==> config.mk <==
export PLATFORM = sky130hd
export DESIGN_NAME = door_auto_close_controller
export DESIGN_NICKNAME = d
export VERILOG_FILES = /design/src/hdl/dacc_pkg.sv /design/src/hdl/door_auto_close_controller.sv
export SDC_FILE = /design/constraint.sdc
export NUM_CORES = 1
export LEC_CHECK = 0
export BUFFER_PORTS_ARGS = -buffer_cell sky130_fd_sc_hd__buf_2
export CAP_MARGIN = 20
export CORE_MARGIN = 5
export CORE_UTILIZATION = 52
export DETAILED_ROUTE_END_ITERATION = 8
export PLACE_DENSITY = 0.81
export SYNTH_ARGS = -nofsm -noshare
export SYNTH_HDL_FRONTEND = slang
export SYNTH_SLANG_ARGS = --single-unit
==> constraint.sdc <==
create_clock -name clk_i -period 13.3 [get_ports clk_i]
set_clock_uncertainty 0.1 [all_clocks]
set_input_delay 1.33 -clock clk_i [delete_from_list [all_inputs] [get_ports clk_i]]
set_output_delay 1.33 -clock clk_i [all_outputs]
set_load 0.03 [all_outputs]
==> src/hdl/dacc_pkg.sv <==
// ----------------------------------------------------------------------------
// dacc_pkg
// Shared widths, configuration register indexes and limits of the door
// auto-close controller.
// ----------------------------------------------------------------------------
package dacc_pkg;

  localparam int unsigned TimeW     = 32;
  localparam int unsigned CountW    = 4;
  localparam int unsigned PressW    = 16;
  localparam int unsigned StateW    = 3;
  localparam int unsigned CfgIdxW   = 3;
  localparam int unsigned CfgDataW  = 32;
  localparam int unsigned InDataW   = 40;
  localparam int unsigned OutDataW  = 48;

  localparam logic [TimeW-1:0]  AutoCloseMin   = 32'd60000;
  localparam logic [TimeW-1:0]  TravelMin      = 32'd1000;
  localparam logic [CountW-1:0] AttemptMax     = 4'd10;
  localparam logic [CountW-1:0] AttemptMin     = 4'd1;

  localparam logic [TimeW-1:0]  AutoCloseReset = 32'd300000;
  localparam logic [TimeW-1:0]  TravelReset    = 32'd30000;
  localparam logic [CountW-1:0] AttemptsReset  = 4'd3;
  localparam logic [PressW-1:0] PressReset     = 16'd500;

  typedef enum logic [CfgIdxW-1:0] {
    CFG_AUTO_CLOSE   = 3'd0,
    CFG_TRAVEL       = 3'd1,
    CFG_MAX_ATTEMPTS = 3'd2,
    CFG_PRESS        = 3'd3,
    CFG_BUTTON_LEVEL = 3'd4
  } cfg_idx_e;

  typedef enum logic {
    REQ_POLL   = 1'b0,
    REQ_MANUAL = 1'b1
  } req_e;

endpackage

==> src/hdl/door_auto_close_controller.sv <==
// ----------------------------------------------------------------------------
// door_auto_close_controller
// Classifies a door from its limit sensors, runs the auto-close timer and
// drives the opener button pulse, one result per request.
// ----------------------------------------------------------------------------
//  Channel   Direction  Handshake                   Contents
//  s_axis    in         s_axis_tvalid/tready        poll or manual press, time
//  m_axis    out        m_axis_tvalid/tready        state, button, remaining
//  cfg       in         cfg_we_i (no wait)          five setting registers
//
//  Every request is processed in the cycle it is accepted; its result sits
//  in the output register on the next cycle, so one request per cycle unless stalled.
//  The output register is the only buffer: while a result is stalled, a new
//  request is taken in the same cycle the pending result is transferred.
//  Reset loads the default settings and a closed, idle door.
// ----------------------------------------------------------------------------
module door_auto_close_controller
  import dacc_pkg::*;
(
  input  logic                 clk_i,
  input  logic                 rst_ni,
  input  logic                 s_axis_tvalid,
  output logic                 s_axis_tready,
  // now_ms [31:0], open_sensor [32], closed_sensor [33], motion_seen [34]
  input  logic [InDataW-1:0]   s_axis_tdata,
  // req_type [0]
  input  logic                 s_axis_tuser,
  output logic                 m_axis_tvalid,
  input  logic                 m_axis_tready,
  // door_state [2:0], button_level [3], motion_ack [4],
  // remaining_ms [36:5], attempts_used [40:37]
  output logic [OutDataW-1:0]  m_axis_tdata,
  input  logic                 cfg_we_i,
  input  logic [CfgIdxW-1:0]   cfg_idx_i,
  input  logic [CfgDataW-1:0]  cfg_data_i
);

  typedef enum logic [StateW-1:0] {
    MODE_CLOSED   = 3'd0,
    MODE_OPEN     = 3'd1,
    MODE_MOVING   = 3'd2,
    MODE_ERROR    = 3'd3,
    MODE_DISABLED = 3'd4
  } mode_e;

  // Settings
  logic [TimeW-1:0]  auto_close_q;
  logic [TimeW-1:0]  travel_q;
  logic [CountW-1:0] max_att_q;
  logic [PressW-1:0] press_ms_q;
  logic              btn_level_q;

  // Door state
  mode_e             mode_q, mode_d;
  logic              err_timing_q, err_timing_d;
  logic [TimeW-1:0]  err_since_q, err_since_d;
  logic [TimeW-1:0]  open_since_q, open_since_d;
  logic [CountW-1:0] att_cnt_q, att_cnt_d;
  logic              press_act_q, press_act_d;
  logic [TimeW-1:0]  press_since_q, press_since_d;

  // Result register
  logic              out_valid_q;
  logic [OutDataW-1:0] out_data_q, out_data_d;

  logic              s_fire;
  logic [TimeW-1:0]  now;
  logic              op_s, cl_s, motion;
  logic              is_poll;
  logic              err_expired;
  logic              open_expired;
  logic              press_start;
  logic              press_done;
  logic [TimeW-1:0]  err_elapsed;
  logic [TimeW-1:0]  open_elapsed;
  logic [TimeW-1:0]  press_elapsed;
  logic [TimeW-1:0]  rem_elapsed;
  logic [TimeW-1:0]  remaining;
  logic              button;
  logic [CountW-1:0] max_att_clamp;

  assign s_axis_tready = !out_valid_q || m_axis_tready;
  assign s_fire        = s_axis_tvalid && s_axis_tready;
  assign m_axis_tvalid = out_valid_q;
  assign m_axis_tdata  = out_data_q;

  assign now     = s_axis_tdata[TimeW-1:0];
  assign op_s    = s_axis_tdata[TimeW];
  assign cl_s    = s_axis_tdata[TimeW+1];
  assign motion  = s_axis_tdata[TimeW+2];
  assign is_poll = (s_axis_tuser == REQ_POLL);

  assign err_elapsed   = now - err_since_q;
  assign open_elapsed  = now - open_since_q;
  assign press_elapsed = now - press_since_q;
  assign err_expired   = err_timing_q && (err_elapsed >= travel_q);

  always_comb begin
    max_att_clamp = cfg_data_i[CountW-1:0];
    if (max_att_clamp < AttemptMin) begin
      max_att_clamp = AttemptMin;
    end else if (max_att_clamp > AttemptMax) begin
      max_att_clamp = AttemptMax;
    end
  end

  always_comb begin
    mode_d        = mode_q;
    err_timing_d  = err_timing_q;
    err_since_d   = err_since_q;
    open_since_d  = open_since_q;
    att_cnt_d     = att_cnt_q;
    press_start   = 1'b0;
    press_done    = 1'b0;
    open_expired  = 1'b0;

    if (!is_poll) begin
      press_start = 1'b1;
      att_cnt_d   = '0;
    end else begin
      // A freshly started timer has zero elapsed time, which never reaches
      // the clamped limits, so only a running timer can expire here.
      if (op_s && cl_s) begin
        if (!err_timing_q) begin
          err_timing_d = 1'b1;
          err_since_d  = now;
        end
        if (err_expired) begin
          mode_d = MODE_ERROR;
        end
        open_expired = (open_elapsed >= auto_close_q);
      end else begin
        err_timing_d = 1'b0;
        err_since_d  = '0;
        if (op_s) begin
          if (mode_q != MODE_OPEN) begin
            mode_d       = MODE_OPEN;
            open_since_d = now;
            att_cnt_d    = '0;
          end else if (motion) begin
            open_since_d = now;
          end else begin
            open_expired = (open_elapsed >= auto_close_q);
          end
        end else if (cl_s) begin
          mode_d = MODE_CLOSED;
        end else begin
          mode_d = MODE_MOVING;
        end
      end

      if (mode_d == MODE_OPEN && att_cnt_d < max_att_q && open_expired) begin
        press_start = 1'b1;
        att_cnt_d   = att_cnt_d + 1'b1;
      end

      if (att_cnt_d >= max_att_q) begin
        mode_d = MODE_DISABLED;
      end

      // A press started on this poll has zero elapsed time.
      if (press_start) begin
        press_done = (press_ms_q == '0);
      end else begin
        press_done = press_act_q && (press_elapsed >= {16'd0, press_ms_q});
      end
    end

    press_act_d   = (press_start || press_act_q) && !press_done;
    press_since_d = press_start ? now : press_since_q;
  end

  assign rem_elapsed = now - open_since_d;

  always_comb begin
    remaining = '0;
    if (mode_d == MODE_OPEN && rem_elapsed < auto_close_q) begin
      remaining = auto_close_q - rem_elapsed;
    end
    button     = press_act_d ? btn_level_q : !btn_level_q;
    out_data_d = {7'd0, att_cnt_d, remaining, press_start, button, mode_d};
  end

  always_ff @(posedge clk_i or negedge rst_ni) begin
    if (!rst_ni) begin
      auto_close_q  <= AutoCloseReset;
      travel_q      <= TravelReset;
      max_att_q     <= AttemptsReset;
      press_ms_q    <= PressReset;
      btn_level_q   <= 1'b1;
      mode_q        <= MODE_CLOSED;
      err_timing_q  <= 1'b0;
      err_since_q   <= '0;
      open_since_q  <= '0;
      att_cnt_q     <= '0;
      press_act_q   <= 1'b0;
      press_since_q <= '0;
      out_valid_q   <= 1'b0;
      out_data_q    <= '0;
    end else begin
      if (cfg_we_i) begin
        unique case (cfg_idx_i)
          CFG_AUTO_CLOSE: begin
            auto_close_q <= (cfg_data_i < AutoCloseMin) ? AutoCloseMin : cfg_data_i;
          end
          CFG_TRAVEL: begin
            travel_q <= (cfg_data_i < TravelMin) ? TravelMin : cfg_data_i;
          end
          CFG_MAX_ATTEMPTS: begin
            max_att_q <= max_att_clamp;
          end
          CFG_PRESS: begin
            press_ms_q <= cfg_data_i[PressW-1:0];
          end
          CFG_BUTTON_LEVEL: begin
            btn_level_q <= cfg_data_i[0];
          end
          default: begin
          end
        endcase
      end

      if (s_fire) begin
        mode_q        <= mode_d;
        err_timing_q  <= err_timing_d;
        err_since_q   <= err_since_d;
        open_since_q  <= open_since_d;
        att_cnt_q     <= att_cnt_d;
        press_act_q   <= press_act_d;
        press_since_q <= press_since_d;
        out_valid_q   <= 1'b1;
        out_data_q    <= out_data_d;
      end else if (m_axis_tready) begin
        out_valid_q   <= 1'b0;
      end
    end
  end

`ifndef ASSERT_OFF
  // Remaining open time is reported only for an open door.
  assert property (@(posedge clk_i) disable iff (!rst_ni)
    m_axis_tvalid && (m_axis_tdata[2:0] != MODE_OPEN) |-> m_axis_tdata[36:5] == '0)
    else $error("remaining time reported for a door that is not open");

  // A press started with a nonzero pulse length stays active afterwards.
  assert property (@(posedge clk_i) disable iff (!rst_ni)
    s_fire && press_start && (press_ms_q != '0) |=> press_act_q)
    else $error("button press released on the item that started it");

  // Reaching the attempt limit on a poll always disables the door.
  assert property (@(posedge clk_i) disable iff (!rst_ni)
    s_fire && is_poll && (att_cnt_d >= max_att_q) |=> mode_q == MODE_DISABLED)
    else $error("attempt limit reached without disabling");

  // The attempt counter never passes the largest allowed limit.
  assert property (@(posedge clk_i) disable iff (!rst_ni)
    att_cnt_q <= AttemptMax)
    else $error("attempt counter out of range");
`endif

endmodule

==> reports/results.ini, run 1 <==
[cells_and_area]
layout_common_cells = ha_1, inv_1, nand2_1, dfrtp_1, a21oi_1
design_area_um2 = 20900
instances_no_fill = 2795
seq_area_um2 = 5660
final_common_cell = ha_1
multiInputGateArea_um2 = 12300
area_delta_synth_final_pct = 9.38
drive_gt1_share_pct = 11.2
nFillCells = 3178
layout.nets = 2638

[setup_path]
critical_path_class = primary input to flop
crit_fanout = 26
rr_worst_depth = 31
worstSetupStartpoint = s_axis_tdata[0]
r2r_slack_ns = 3.57
required_ns = 13.65
endpoint_kind = flop
r2r_end = m_axis_tdata[15]$_DFFE_PN0P_
cp-start-kind = primary input
critPathSlowestCell = a211oi_1
cp.arrival_ns = 10.68
crit-reg2reg-launch = err_since_q[6]$_DFFE_PN0P_
slowest_delay_ns = 0.72

[clock_tree]
cts_sinks = 225
cts_hold_buf = 0
cts-buffers-inserted = 26
cts-root-buf = clkbuf_16
cts_tree = yes
clk_latency_ns = 0.56
ctsHtreeMaxLevel = 1
clockBufferDepth = 3
postCtsSetupBuffers = 0
cts.clk_slew.worst_paths_ns = 0.06
ctsResizeCount = 0

[logic_synthesis]
yosysWarnings = 0
yosys.area.top_type = dfrtp_1
ys_top_cells_by_area = dfrtp_1, ha_1, inv_1
syn_inst = 2209
ys_seq_elements = 225
yosys.area.top_type_share_pct = 26.4
synthArstFlopShare_pct = 100
yosys_most_used_dff = dfrtp_1
synth_edf_count = 0
syn_avg_cell_area_um2 = 8.63
ys_types = 87
syn_area_um2 = 19100
ys_seq_area_share_pct = 29.7

[timing]
finalCritPeriodShare_pct = 77.7
slew_violations = 0
setup_ws_ns = 2.97
rsz0062_at_grt = false
fin_crit_ns = 10.33
setup_viol = 0
hold_viol = 0
fin_setup_tns_ns = 0
tightest_slew_ns = 0.988
slew_headroom_pct = 33.9
max_freq_ghz = 0.0968

[die]
core_um2 = 36400
dieWidth_um = 201
num_io_pins = 131
start_util_pct = 52.3
dieArea_um2 = 40600
row_count = 70
die_h_um = 201

[pwr]
p_per_area_nw_per_um2 = 172
leakage_uw = 0.00993
ir_drop_mv = 0.105
power_uw = 3580

[outcome]
outcome = complete, no violations

[placed_design]
gp_congestion = 0.951
dp_worst_setup_slack_ns = 2.58
portBuffers = 118
place_area_um2 = 20100
dp_cells = 2748
dp_hpwl_mm = 40.3

[detailed_routing]
vias_per_cell = 5.95
wl_mm = 51.6
first_pass_iters = 5
routedWlPerCell_um = 18.5
drt-initial-drc-count = 1099
ant_nets = 0
vias = 16600
drc = 0

[worst_hold_path]
hp-start = m_axis_tdata[19]$_DFFE_PN0P_
min_to = m_axis_tdata[19]$_DFFE_PN0P_
hold_class = flop to flop
holdPathStages = 2

[job]
maxCapViolations = 0

[global_routing]
grt_overflow = 0
first_global_vias = 16300
antenna_found_initial = 1
grt_use_total_pct = 24.8
grt_max_degree = 90
grt_pass1_wl_mm = 83.5

==> per-layer routing <==
metal	part of all wire, %	track usage [%]
met2	45	40.0
met1	44	33.5
met4	3.3	8.74
met3	7.6	4.56
met5	0	0
==> synth_stat cells, types with 25 or more instances <==
master	count
ha_1	244
inv_1	216
nand2_1	206
dfrtp_1	201
a21oi_1	158
o21ai_0	133
nor2_1	120
a21o_1	76
o21ai_1	76
xnor2_1	76
xor2_1	52
mux2_2	48
a22o_1	42
clkbuf_1	38
nand3_1	37
mux2i_1	35
nand2b_1	31
nor3_1	28
nand4_1	26
o21bai_1	25
==> report_power, final <==
group | total (uW) | internal [uW] | switching (uW)
clock | 678 | 383 | 295
combinational | 2010 | 840 | 1170
sequential | 898 | 821 | 77.2
total | 3580 | 2040 | 1540
==> critical path: cells and delay by family <==
| kind | cells | cell delay [ns] |
|---|---|---|
| AOI/OAI and AO/OA | 21 | 6.52 |
| adders and majority gates | 4 | 1.21 |
| buffers and inverters | 4 | 0.73 |
| muxes | 1 | 0.40 |
| and+or+nand+nor | 4 | 0.45 |
==> state kept, by name, summed over array words and instances, names as in the netlist, 16 cells and up <==
signal         flops
err_since_q       32
press_ms_q        16
press_since_q     32
open_since_q      32
auto_close_q      32
m_axis_tdata      35
travel_q          32
==> cells by family after synthesis <==
family	synth area share, %
other cells	0.0197
mux	4.93
flops	29.7
fa+ha+maj	16.5
buf+inv	5.78
compound gates	23.1
simple gates	14.0
xor+xnor	5.97
==> per-stage QoR <==
step	util [%]	hold WS, ns
6_report	57.2	0.376
5_1_grt	57.2	0.403
4_1_cts	57.2	0.384
3_5_place_dp	55.1	0.371
3_3_place_gp	55.1	0.360
2_1_floorplan	-	0.350
==> worst max path at each step <==
stage,slack [ns],endpoint,cells past startpoint
after floorplan,4.83,m_axis_tdata[29]$_DFFE_PN0P_,34
after global placement,2.76,m_axis_tdata[15]$_DFFE_PN0P_,34
after detailed placement,2.58,m_axis_tdata[15]$_DFFE_PN0P_,34
after CTS,3.14,m_axis_tdata[15]$_DFFE_PN0P_,34
after global routing,2.38,m_axis_tdata[15]$_DFFE_PN0P_,31
final,2.97,m_axis_tdata[15]$_DFFE_PN0P_,34
==> layout make-up <==
| type | count | area share [%] |
|---|---|---|
| clock buffers | 41 | 3.58 |
| multi-input cells | 1711 | 59.2 |
| well taps | 468 | 2.81 |
| inverters | 217 | 3.91 |
| clock inverters | 5 | 0.174 |
| flip-flops and latches | 225 | 27.1 |
| diodes | 1 | 0.0120 |
| repair buffers | 127 | 3.20 |
Power figures use the tool's default switching activity.
==> run 2, diff against run 1 <==
--- a/config.mk
+++ b/config.mk
@@ -5,12 +5,13 @@
 export SDC_FILE = /design/constraint.sdc
 export NUM_CORES = 1
 export LEC_CHECK = 0
+export ABC_AREA = 1
 export BUFFER_PORTS_ARGS = -buffer_cell sky130_fd_sc_hd__buf_2
 export CAP_MARGIN = 20
 export CORE_MARGIN = 5
 export CORE_UTILIZATION = 52
 export DETAILED_ROUTE_END_ITERATION = 8
-export PLACE_DENSITY = 0.81
+export PLACE_DENSITY = 0.84
 export SYNTH_ARGS = -nofsm -noshare
 export SYNTH_HDL_FRONTEND = slang
 export SYNTH_SLANG_ARGS = --single-unit
==> constraint.sdc (replaced) <==
create_clock -name clk_i -period 8.7 [get_ports clk_i]
set_clock_uncertainty 0.1 [all_clocks]
set_input_delay 0.87 -clock clk_i [delete_from_list [all_inputs] [get_ports clk_i]]
set_output_delay 0.87 -clock clk_i [all_outputs]
set_load 0.03 [all_outputs]
==> run 2 against run 1 <==
Effect of this change:
- die area increased by 3.0%
- combinational power rose by 71%
- non-clock buffer count rose by 3
- sequential power rose by 54%
- synthesized area increased by 3.2%
- final area rose by 4.1%
- critical path type unchanged
- critical endpoint is now m_axis_tdata[7]$_DFFE_PN0P_
==> reports/results.ini, run 2 <==
[timing]
slew_headroom_pct = 35.1  ; was 33.9%
fin_crit_ns = 7.67
rsz0062_at_grt = false  ; unchanged
whs_ns = 0.197  ; was 0.376 ns
setup_viol = 0  ; unchanged
slew_violations = 0  ; unchanged
tightest_slew_ns = 0.970  ; was 0.988 ns
finalCritPeriodShare_pct = 88.1
fin_setup_tns_ns = 0  ; unchanged
hold_viol = 0  ; unchanged
max_freq_ghz = 0.130

[clock_tree]
cts_tree = yes  ; unchanged
cts-buffers-inserted = 29  ; was 26
postCtsSetupBuffers = 0  ; unchanged
clockBufferDepth = 3  ; unchanged
cts-root-buf = clkbuf_16  ; unchanged
cts.clk_slew.worst_paths_ns = 0.06  ; about the same
ctsResizeCount = 0  ; unchanged
cts_hold_buf = 0  ; unchanged
clk_latency_ns = 0.57  ; was 0.56 ns
cts_sinks = 225  ; unchanged
ctsHtreeMaxLevel = 1  ; unchanged

[pwr]
leakage_uw = 0.0113  ; was 0.00993 uW
ir_drop_mv = 0.187  ; was 0.105 mV
p_per_area_nw_per_um2 = 275  ; was 172 nW/um^2
power.share.combinational_pct = 57.5  ; was 56.0%
clkPwrFrac_pct = 19.4  ; was 18.9%
seqPwrFrac_pct = 23.0  ; was 25.1%
power_uw = 5970  ; was 3580 uW
p_sw_share_pct = 46.9  ; was 43.0%
intPower_uw = 3170  ; was 2040 uW
p_sw_uw = 2800  ; was 1540 uW

[setup_path]
endpoint_kind = flop  ; unchanged
slowest_delay_ns = 0.46  ; was 0.72 ns
crit_top_cell = nand2_1
cp-start-kind = primary input  ; unchanged
crit_fanout = 19  ; was 26
critPathSlowestCell = nor2_2  ; was a211oi_1
cp_num_buf_inv = 5  ; was 4
required_ns = 9.10  ; was 13.65 ns
cp.arrival_ns = 8.06  ; was 10.68 ns
critical_path_class = primary input to flop  ; unchanged
cp_top_family = simple AND/OR/NAND/NOR gates  ; was compound AO/OA/AOI/OAI gates

[logic_synthesis]
synthArstFlopShare_pct = 100  ; unchanged
ys_top_cells_by_area = dfrtp_1, ha_1, nand2_1  ; was dfrtp_1, ha_1, inv_1
syn_area_um2 = 19700  ; was 19100 um^2
yosys_most_used_dff = dfrtp_1  ; unchanged
yosysMostFrequentCell = nand2_1  ; was ha_1
syn_inst = 2805  ; was 2209
ys_seq_area_share_pct = 28.8  ; was 29.7%
synth_edf_count = 0  ; unchanged
yosys.area.top_type_share_pct = 25.6  ; was 26.4%
ys_seq_elements = 225  ; unchanged
yosys.area.top_type = dfrtp_1  ; unchanged
synth_commonest_cells = nand2_1, inv_1, o21ai_0  ; was ha_1, inv_1, nand2_1
ys_types = 50  ; was 87
syn_avg_cell_area_um2 = 7.01  ; was 8.63 um^2
yosysWarnings = 0  ; unchanged

[die]
dieArea_um2 = 41800  ; was 40600 um^2
core_um2 = 37500  ; was 36400 um^2
die_h_um = 204  ; was 201 um
start_util_pct = 52.5  ; was 52.3%
dieWidth_um = 204  ; was 201 um
num_io_pins = 131  ; unchanged
row_count = 71  ; was 70

[placed_design]
gp_congestion = 1.08  ; was 0.951
dp_hpwl_mm = 47.7  ; was 40.3 mm
place_area_um2 = 20800  ; was 20100 um^2
portBuffers = 118  ; unchanged
dp_cells = 3397  ; was 2748

[detailed_routing]
vias_per_cell = 5.50  ; was 5.95
drt-initial-drc-count = 1460  ; was 1099
wl_mm = 58.9  ; was 51.6 mm
vias = 19000  ; was 16600
ant_nets = 0  ; unchanged
drc = 0  ; unchanged
routedWlPerCell_um = 17.1  ; was 18.5 um
first_pass_iters = 6  ; was 5

[cells_and_area]
largest_register_ff_count = 35  ; unchanged
design_area_um2 = 21700  ; was 20900 um^2
area_delta_synth_final_pct = 10.4  ; was 9.38%
final_common_cell = nand2_1  ; was ha_1
diodes = 0  ; was 1
instances_no_fill = 3451  ; was 2795
layout_common_cells = nand2_1, inv_1, o21ai_0, ha_1, a21oi_1  ; was ha_1, inv_1, nand2_1, dfrtp_1, a21oi_1
drive_gt1_share_pct = 7.72  ; was 11.2%
layout.nets = 3248  ; was 2638

[global_routing]
antenna_found_initial = 1  ; unchanged
grt_pass1_wl_mm = 93.7  ; was 83.5 mm
grt_overflow = 0  ; unchanged
first_global_vias = 18900  ; was 16300
grt_max_degree = 91  ; was 90
grt_use_total_pct = 27.6  ; was 24.8%

[job]
maxCapViolations = 0  ; unchanged

[outcome]
outcome = complete, no violations  ; unchanged

[worst_hold_path]
hold_class = primary input to async pin  ; was flop to flop

run 2: changes by cell type after synthesis, sizes merged, moves of 54 or more:
| cell | delta |
|---|---|
| inv | +242 |
| o21ai | +71 |
| a21oi | +58 |
| a21o | -74 |
| nand3 | +54 |
| nand2 | +515 |
run 2: worst reg2reg max path, delay by kind of cell, from the launching register on:
family                   cells  cell delay [ns]
AND/OR/NAND/NOR             21             2.95
adder cells (fa/ha/maj)      4             1.12
flip-flops                   1             0.39
buffers and inverters        3             0.39
XOR/XNOR                     1             0.09
AO/OA/AOI/OAI               11             2.24
run 2: logic make-up (layout without fill, tap and decap cells):
group           Yosys count  after routing  synth area share [%]
simple gates           1060           1060                  21.8
buf+inv                 514            643                  10.1
xor+xnor                136            136                  6.06
fa+ha+maj               249            249                  16.0
compound gates          620            620                  17.2
other cells               1              7                0.0191
flops                   225            225                  28.8
run 2: path summary, 6_finish.rpt:
| kind | start | depth (start not counted) | to | slack, ns |
|---|---|---|---|---|
| setup reg to reg | open_since_q[0]$_DFFE_PN0P_ | 40 | m_axis_tdata[7]$_DFFE_PN0P_ | 1.36 |
| hold reg to reg | m_axis_tdata[31]$_DFFE_PN0P_ | 2 | m_axis_tdata[31]$_DFFE_PN0P_ | 0.38 |
| max in group asynchronous | rst_ni | 2 | open_since_q[29]$_DFFE_PN0P_ | 6.86 |
| hold / removal | rst_ni | 1 | press_since_q[4]$_DFFE_PN0P_ | 0.20 |
| setup / recovery | s_axis_tdata[0] | 42 | m_axis_tdata[7]$_DFFE_PN0P_ | 1.03 |
| min in group clk_i | m_axis_tdata[31]$_DFFE_PN0P_ | 2 | m_axis_tdata[31]$_DFFE_PN0P_ | 0.38 |
run 2: metrics by stage:
step / utilization [%] / worst slack [ns]
5_1_grt: 57.9 / 0.268
3_3_place_gp: 55.4 / 0.874
3_5_place_dp: 55.4 / 0.636
6_report: 57.9 / 1.03
4_1_cts: 57.9 / 1.18
2_1_floorplan: - / 2.43
run 2: cell type report:
class                      count  area, um^2
fill                        3468       15800
tap                          511         639
clock inverter                19         163
multi-input combinational   2072       12100
inverter                     460        1730
timing repair buffer         130         711
sequential                   225        5660
clock buffer                  34         754
run 2: power by group through the flow:
| stage | Sequential (uW) | Clock, uW | Combinational [uW] |
|---|---|---|---|
| 2_1_floorplan | 1430 | 0 | 2450 |
| 3_3_place_gp | 1380 | 0 | 3250 |
| 3_5_place_dp | 1390 | 0 | 3350 |
| 4_1_cts | 1370 | 1180 | 3370 |
| 5_1_grt | 1400 | 1220 | 3840 |
| 6_report | 1380 | 1160 | 3430 |
run 2: layer usage:
metal | part of all wire [%] | GRT usage [%] | wire, um
met1 | 43 | 36.4 | 25100
met2 | 45 | 46.1 | 26800
met3 | 7.7 | 3.76 | 4540
met4 | 4.3 | 11.0 | 2500
met5 | 0.029 | 0 | 17
